$ cat src/rtl/core/ftmc_pkg.sv
// ftmc_pkg: types and constants shared by the five-tuple classifier files.
// No dependencies.
package ftmc_pkg;

   localparam int SLOT_W  = 10;
   localparam int COUNT_W = 11;
   localparam int PRIO_W  = 10;

   typedef enum logic [0:0] {
      OP_WRITE  = 1'b0,
      OP_LOOKUP = 1'b1
   } op_type;

   typedef enum logic [1:0] {
      ST_IDLE,
      ST_SCAN,
      ST_FINISH
   } state_type;

   typedef struct packed {
      op_type              op;
      logic [SLOT_W-1:0]   slot;
      logic [31:0]         src_lo;
      logic [31:0]         src_hi;
      logic [31:0]         dst_lo;
      logic [31:0]         dst_hi;
      logic [15:0]         sport_lo;
      logic [15:0]         sport_hi;
      logic [15:0]         dport_lo;
      logic [15:0]         dport_hi;
      logic [7:0]          proto_lo;
      logic [7:0]          proto_hi;
   } req_type;

   typedef struct packed {
      logic                matched;
      logic [PRIO_W-1:0]   priority_res;
   } rsp_type;

   typedef struct packed {
      logic [31:0] src_lo;
      logic [31:0] src_hi;
      logic [31:0] dst_lo;
      logic [31:0] dst_hi;
      logic [15:0] sport_lo;
      logic [15:0] sport_hi;
      logic [15:0] dport_lo;
      logic [15:0] dport_hi;
      logic [7:0]  proto_lo;
      logic [7:0]  proto_hi;
   } rule_type;

   typedef struct packed {
      logic [31:0] src;
      logic [31:0] dst;
      logic [15:0] sport;
      logic [15:0] dport;
      logic [7:0]  proto;
   } key_type;

endpackage

$ cat src/rtl/core/ftmc_rule_match.sv
// ftmc_rule_match: checks one stored rule against a packet key, all five ranges.
// Depends on ftmc_pkg.
module ftmc_rule_match (
   input  ftmc_pkg::rule_type rule,
   input  ftmc_pkg::key_type  key,
   output logic               hit
);
   import ftmc_pkg::*;

   logic src_ok, dst_ok, sport_ok, dport_ok, proto_ok;

   assign src_ok   = (key.src   >= rule.src_lo)   && (key.src   <= rule.src_hi);
   assign dst_ok   = (key.dst   >= rule.dst_lo)   && (key.dst   <= rule.dst_hi);
   assign sport_ok = (key.sport >= rule.sport_lo) && (key.sport <= rule.sport_hi);
   assign dport_ok = (key.dport >= rule.dport_lo) && (key.dport <= rule.dport_hi);
   assign proto_ok = (key.proto >= rule.proto_lo) && (key.proto <= rule.proto_hi);

   assign hit = src_ok && dst_ok && sport_ok && dport_ok && proto_ok;

endmodule

$ cat config.mk
export PLATFORM = sky130hd
export DESIGN_NAME = ftmc_rule_match
export DESIGN_NICKNAME = d
export VERILOG_FILES = /design/src/rtl/core/ftmc_pkg.sv /design/src/rtl/core/ftmc_rule_match.sv
export SDC_FILE = /design/constraint.sdc
export NUM_CORES = 1
export LEC_CHECK = 0
export ABC_AREA = 1
export BUFFER_PORTS_ARGS = -buffer_cell sky130_fd_sc_hd__buf_2
export CAP_MARGIN = 20
export CORE_AREA = 3 3 120 122
export DETAILED_ROUTE_END_ITERATION = 6
export DIE_AREA = 0 0 123 125
export PLACE_DENSITY = 0.72
export SYNTH_ARGS = -nofsm -noshare
export SYNTH_HDL_FRONTEND = slang
export SYNTH_SLANG_ARGS = --single-unit
$ cat constraint.sdc
create_clock -name vclk -period 3.9
set_input_delay 0.39 -clock vclk [all_inputs]
set_output_delay 0.39 -clock vclk [all_outputs]
set_load 0.005 [all_outputs]
# Yosys cells after proc, flatten, opt, wreduce, memory -nomap -nowiden
# Cells that the tools add are included.
# word_totals
out_inout_bits	1
wordCells	19
in_bits	312
reg_bits	0
# op_classes
reduce_logical	9
n_lt_le_gt_ge	10
# ops
operator	count
$ge 32x32->1	2
$le 32x32->1	2
$ge 16x16->1	2
$le 16x16->1	2
$logic_and 1x1->1	9
$ge 8x8->1	1
$le 8x8->1	1

# Depth between registers and ports, before layout
# Gate-level depths: netlist of run 1.
# depth
depth_word	6
depth_mapped	18

# Worst setup path before layout of run 1
# OpenSTA, ideal clock, no wires.
# synth_path
kind	input port to output port
startpoint	input rule[55] in the netlist's numbering
endpoint	output hit
n_path_buf	0
slack_ns	2.000
stages	14
arrival_time_ns	1.510
t_required_ns	3.510
path_cell_list	inv_1 ha_1 a21o_1 nor2_1 nand3_1 nand2_1 nand2_1 nand2_1 nand2_1 inv_1 nand2_1 nor2_2 nand2_1 nor2_2
# synth_via
elab_chain_cells	5
# synth_lines
element	line	rtl
start: declaration	ftmc_rule_match.sv:4	input ftmc_pkg::rule_type rule,
$le 16x16->1	ftmc_rule_match.sv:14	assign sport_ok = (key.sport >= rule.sport_lo) && (key.sport <= rule.sport_hi);
$logic_and 1x1->1	ftmc_rule_match.sv:14	
$logic_and 1x1->1 (3 in series)	ftmc_rule_match.sv:18	assign hit = src_ok && dst_ok && sport_ok && dport_ok && proto_ok;
end: declaration	ftmc_rule_match.sv:6	output logic hit
# No other way between the ends.

# Worst setup path after layout of run 1
# layout_path
startpoint	input rule[126] in the netlist's numbering
endpoint	output hit
# layout_via
elab_chain_cells	6
# layout_lines
element	line	rtl
$ge 32x32->1	ftmc_rule_match.sv:13	assign dst_ok = (key.dst >= rule.dst_lo) && (key.dst <= rule.dst_hi);
$logic_and 1x1->1	ftmc_rule_match.sv:13	
$logic_and 1x1->1 (4 in series)	ftmc_rule_match.sv:18	
# No other way between the ends.

==> results.sh, run 1 <==
export IMPL_ir_drop_mv=0.0445
export IMPL_p_per_area_nw_per_um2=93.6
export IMPL_path_class="input pin to primary output"
export IMPL_syn_instance_count=877
export IMPL_fin_crit_ps=2330
export IMPL_io_pins=313
export IMPL_place_ws_ps=1510
export IMPL_power_leakage_nw=4.95
export IMPL_grt_max_degree=4
export IMPL_seq_power_share_pct=0
export IMPL_seq_cells=0
export IMPL_slowest_stage="ha_1"
export IMPL_path_common_cell="nand2_1"
export IMPL_cts_resized=0
export IMPL_synth_cell_types=26
export IMPL_synth_top_area_share_pct=47.6
export IMPL_dp_hpwl_mm=16.2
export IMPL_syn2layout_area_growth_pct=32.8
export IMPL_p_sw_mw=0.354
export IMPL_switching_share_pct=52.0
export IMPL_fin_nets=1712
export IMPL_firstDrtPassIters=4
export IMPL_maxCapViolations=0
export IMPL_ant_nets=0
export IMPL_regArea_um2=0
export IMPL_clock_buffers=0
export IMPL_worst_pin_slew_ps=408
export IMPL_cp_max_fo=3
export IMPL_required_ps=3510
export IMPL_fin_setup_tns_ps=0
export IMPL_drc_errors=0
export IMPL_dieArea_um2=15400
export IMPL_grt_first_pass_wirelength_mm=26.6
export IMPL_finalSetupViolations=0
export IMPL_most_common_layout_cells="buf_2 (313), inv_1 (242), ha_1 (208), nand2_1 (184), a21oi_1 (93)"
export IMPL_maxSlewViolCount=0
export IMPL_drive_above_1_share_pct=27.7
export IMPL_antenna_found_initial=2
export IMPL_hold_viol=0
export IMPL_outcome="finished clean"
export IMPL_syn_num_nets=1397
export IMPL_rsz0062_at_grt="false"
export IMPL_critPathMaxStageDelay_ps=300
export IMPL_core_um2=13300
export IMPL_fp_dieH_um=125
export IMPL_final_common_cell="buf_2"
export IMPL_start_util_pct=41.1
export IMPL_synth_warnings=0
export IMPL_route_final_wire_length_mm=16.9
export IMPL_io_buffers=313
export IMPL_synth_yosys_seq_area_share_pct=0
export IMPL_grt_pass1_vias=6250
export IMPL_syn_avg_cell_area_um2=6.23
export IMPL_grt_ovfl_total=0
export IMPL_vias_per_cell=4.58
export IMPL_hp_class="input pin to primary output"
export IMPL_yosysTopAreaCell="ha_1"
export IMPL_post_cts_buffers=0
export IMPL_vias=6269
export IMPL_clockPowerShare_pct=0
export IMPL_worstSetupStartpointType="input pin"
export IMPL_fill_cells=1358
export IMPL_synth_area_top_cells="ha_1 (48%), inv_1 (17%), nand2_1 (13%)"
export IMPL_wl_per_cell_um=12.3
export IMPL_hold_depth=9
export IMPL_power_frac_comb_pct=100.0
export IMPL_period_share_pct=59.7
export IMPL_max_freq_mhz=430
export IMPL_max_slew_margin_pct=72.5
export IMPL_rows=42
export IMPL_die_w_um=123
export IMPL_syn_area_um2=5470
export IMPL_cp_data_arrival_time_ps=1940
export IMPL_cp_end_kind="primary output"
export IMPL_hold_buffers=0
export IMPL_total_power_mw=0.680
export IMPL_setup_slack_ps=1570
export IMPL_crit_chain="buf_2 -> inv_1 -> ha_1 -> nand4_1 -> nor3_1 -> nand2_1 -> nand3_1 -> nand2_1 -> nand2_1 -> nand2_1 -> nor2_1 -> nand2_1 -> nor2_2 -> buf_2"
export IMPL_drtIter0Drc=121
export IMPL_grt_usage_pct=20.7
export IMPL_internal_power_mw=0.326
export IMPL_gp_congestion=0.881
## critical path: cells and delay by family
kind	cells	cell delay [ps]
fa+ha+maj	1	300
buf+inv	3	250
simple gates	10	1020
## layer usage
metal	vias to the layer above	GRT usage, %	share of wire (%)
met2	207	42.6	51
met3	17	2.53	7.4
met5	-	0	0
met1	2611	22.5	40
li1	3434	-	-
met4	0	2.61	1.5
## worst paths after layout
path / from / slack [ps] / endpoint
max: rule[126] / 1570 / hit
min: key[19] / 1500 / hit
## synthesized netlist by cell type
master,count
inv_1,242
ha_1,208
nand2_1,184
a21oi_1,93
nor2_1,47
nand4_1,17
o21ai_0,16
nand3_1,14
o21ai_1,9
nor3_1,8
inv_2,7
o21a_1,7
a21o_1,5
nor2_2,3
o21bai_1,3
clkinv_1,2
nor4_2,2
o211ai_1,2
nand2_2,1
nand4_2,1
nor2_4,1
nor3_2,1
nor3b_1,1
o2111ai_1,1
o211ai_2,1
o311ai_0,1
## cell type report
type               count  area [µm²]  share of cell area, %
well taps            176         220                   3.03
repair buffers       313        1570                   21.6
diodes                 2        5.00                 0.0689
inverters            251         942                   13.0
multi-input cells    626        4530                   62.3
## cell families after synthesis
| family | after synthesis | share of synthesized area, % |
|---|---|---|
| buf+inv | 251 | 17.2 |
| simple gates | 280 | 21.5 |
| fa+ha+maj | 208 | 47.6 |
| compound gates | 138 | 13.7 |
## power by group through the flow
stage,combinational (mW),clock [mW],sequential (mW)
6_report,0.680,0.0000000685,0
3_5_place_dp,0.684,0,0
5_1_grt,0.809,0.0000000686,0
3_3_place_gp,0.674,0,0
2_1_floorplan,0.403,0,0
4_1_cts,0.690,0,0
## stage by stage
| step | std cells | util [%] | hold WS, ps | area (µm²) |
|---|---|---|---|---|
| 3_5_place_dp | 1366 | 54.6 | 1500 | 7250 |
| 5_1_grt | 1368 | 54.6 | 1560 | 7260 |
| 2_1_floorplan | 877 | - | 1210 | 5470 |
| 6_report | 1368 | 54.6 | 1500 | 7260 |
| 3_3_place_gp | 1366 | 54.6 | 1500 | 7250 |
| 4_1_cts | 1366 | 54.6 | 1500 | 7250 |
Power figures use the tool's default switching activity.
==> inputs of run 2 (changes only) <==
--- a/config.mk
+++ b/config.mk
@@ -8,10 +8,10 @@
 export ABC_AREA = 1
 export BUFFER_PORTS_ARGS = -buffer_cell sky130_fd_sc_hd__buf_2
 export CAP_MARGIN = 20
-export CORE_AREA = 3 3 120 122
+export CORE_AREA = 3 3 121 123
 export DETAILED_ROUTE_END_ITERATION = 6
-export DIE_AREA = 0 0 123 125
-export PLACE_DENSITY = 0.72
+export DIE_AREA = 0 0 124 126
+export PLACE_DENSITY = 0.74
 export SYNTH_ARGS = -nofsm -noshare
 export SYNTH_HDL_FRONTEND = slang
 export SYNTH_SLANG_ARGS = --single-unit
==> constraint.sdc (replaced) <==
create_clock -name vclk -period 2
set_input_delay 0.2 -clock vclk [all_inputs]
set_output_delay 0.2 -clock vclk [all_outputs]
set_load 0.005 [all_outputs]
==> results.sh, run 2 (synthesis results as in run 1) <==
export IMPL_syn2layout_area_growth_pct=43.1
export IMPL_fin_crit_ps=1920
export IMPL_grt_max_degree=4
export IMPL_power_frac_comb_pct=100.0
export IMPL_slowest_stage="ha_1"
export IMPL_grt_pass1_vias=6181
export IMPL_critPathMaxStageDelay_ps=280
export IMPL_setup_slack_ps=79.3
export IMPL_hp_start="key[19]"
export IMPL_ir_drop_mv=0.0945
export IMPL_cp_max_fo=2
export IMPL_drtIter0Drc=128
export IMPL_drive_above_1_share_pct=34.3
export IMPL_p_per_area_nw_per_um2=193
export IMPL_max_slew_margin_pct=68.6
export IMPL_finalSetupViolations=0
export IMPL_antenna_found_initial=0
export IMPL_maxSlewViolCount=0
export IMPL_seq_cells=0
export IMPL_rows=43
export IMPL_hold_viol=0
export IMPL_max_freq_mhz=521
export IMPL_min_to="hit"
export IMPL_finalNonFillerCells=1373
export IMPL_period_share_pct=96.0
export IMPL_hp_class="input pin to primary output"
export IMPL_grt_ovfl_total=0
export IMPL_path_common_cell="nand2_1"
export IMPL_route_final_wire_length_mm=17.8
export IMPL_core_um2=13800
export IMPL_place_area_um2=7270
export IMPL_start_util_pct=39.7
export IMPL_clock_buffers=0
export IMPL_place_ws_ps=2.77
export IMPL_gp_congestion=0.927
export IMPL_cp_end_kind="primary output"
export IMPL_final_common_cell="buf_2"
export IMPL_worstSetupStartpointType="input pin"
export IMPL_rsz0062_at_grt="true"
export IMPL_seq_power_share_pct=0
export IMPL_ant_nets=0
export IMPL_wl_per_cell_um=13.0
export IMPL_firstDrtPassIters=4
export IMPL_design_area_um2=7820
export IMPL_place_inst=1372
export IMPL_most_common_layout_cells="buf_2 (307), inv_1 (237), ha_1 (182), nand2_1 (171), a21oi_1 (77)"
export IMPL_fp_dieH_um=126
export IMPL_dieArea_um2=15600
export IMPL_clockPowerShare_pct=0
export IMPL_fin_nets=1715
export IMPL_vias_per_cell=4.68
export IMPL_cp_data_arrival_time_ps=1720
export IMPL_regArea_um2=0
export IMPL_vias=6426
export IMPL_grt_first_pass_wirelength_mm=26.5
export IMPL_power_leakage_nw=5.01
export IMPL_outcome="finished clean"
export IMPL_io_buffers=313
export IMPL_io_pins=313
export IMPL_dp_hpwl_mm=16.3
export IMPL_p_sw_mw=0.779
export IMPL_grt_usage_pct=20.3
export IMPL_internal_power_mw=0.729
export IMPL_hold_depth=9
export IMPL_switching_share_pct=51.7
export IMPL_drc_errors=0
export IMPL_die_w_um=124
export IMPL_maxCapViolations=0
export IMPL_crit_chain="buf_2 -> inv_1 -> ha_1 -> nand2_1 -> nor2_2 -> nand4_1 -> nor2_2 -> nand2_1 -> nand2_2 -> nand2_1 -> nor2_1 -> nand2_1 -> nor2_2 -> buf_2"
export IMPL_path_class="input pin to primary output"
export IMPL_required_ps=1800
export IMPL_antenna_cells=0
export IMPL_worst_pin_slew_ps=464
export IMPL_fin_setup_tns_ps=0
-- run 2: layout make-up --
cell class | count | area (µm²)
fillers | 1335 | 5950
multi-input cells | 626 | 5030
well taps | 180 | 225
inverters | 251 | 945
repair buffers | 316 | 1630
-- run 2: routing by layer --
metal	GRT usage, %	vias up	wire, µm
li1	-	3438	-
met1	22.1	2718	6590
met2	40.5	240	9260
met3	3.73	30	1560
met4	2.77	0	383
met5	0	-	0
-- run 2: timing repair --
action | CTS | global route
buffers inserted | 0 | 1
resized for setup | 0 | 95
hold buffers | 0 | 0
endpoints found under the setup margin | 0 | 1
-- run 2: worst max-delay path by stage --
stage / startpoint / to / slack (ps) / depth (start not counted)
global placement: key[31] / hit / -20 / 13
global route: rule[167] / hit / -90 / 14
CTS: key[54] / hit / 1 / 13
floorplan: rule[55] / hit / 480 / 14
finish: rule[167] / hit / 80 / 14
detailed placement: key[51] / hit / 3 / 13
-- run 2: power groups by stage --
stage | clock network (mW) | logic [mW] | registers, mW
finish | 0 | 1.51 | 0
global route | 0 | 1.75 | 0
CTS | 0 | 1.36 | 0
detailed placement | 0 | 1.35 | 0
global placement | 0 | 1.32 | 0
floorplan | 0 | 0.786 | 0
-- run 2: worst max-delay path: cells and delay by family --
family	cells	cell delay [ps]
fa+ha+maj	1	280
simple gates	10	980
buf+inv	3	270
-- run 2: stage by stage --
stage / utilization (%) / power, mW / hold WS (ps)
2_1_floorplan: - / 0.786 / 829
3_3_place_gp: 52.8 / 1.32 / 1090
3_5_place_dp: 52.8 / 1.35 / 1090
4_1_cts: 52.8 / 1.36 / 1090
5_1_grt: 56.8 / 1.75 / 1180
6_report: 56.8 / 1.51 / 1060
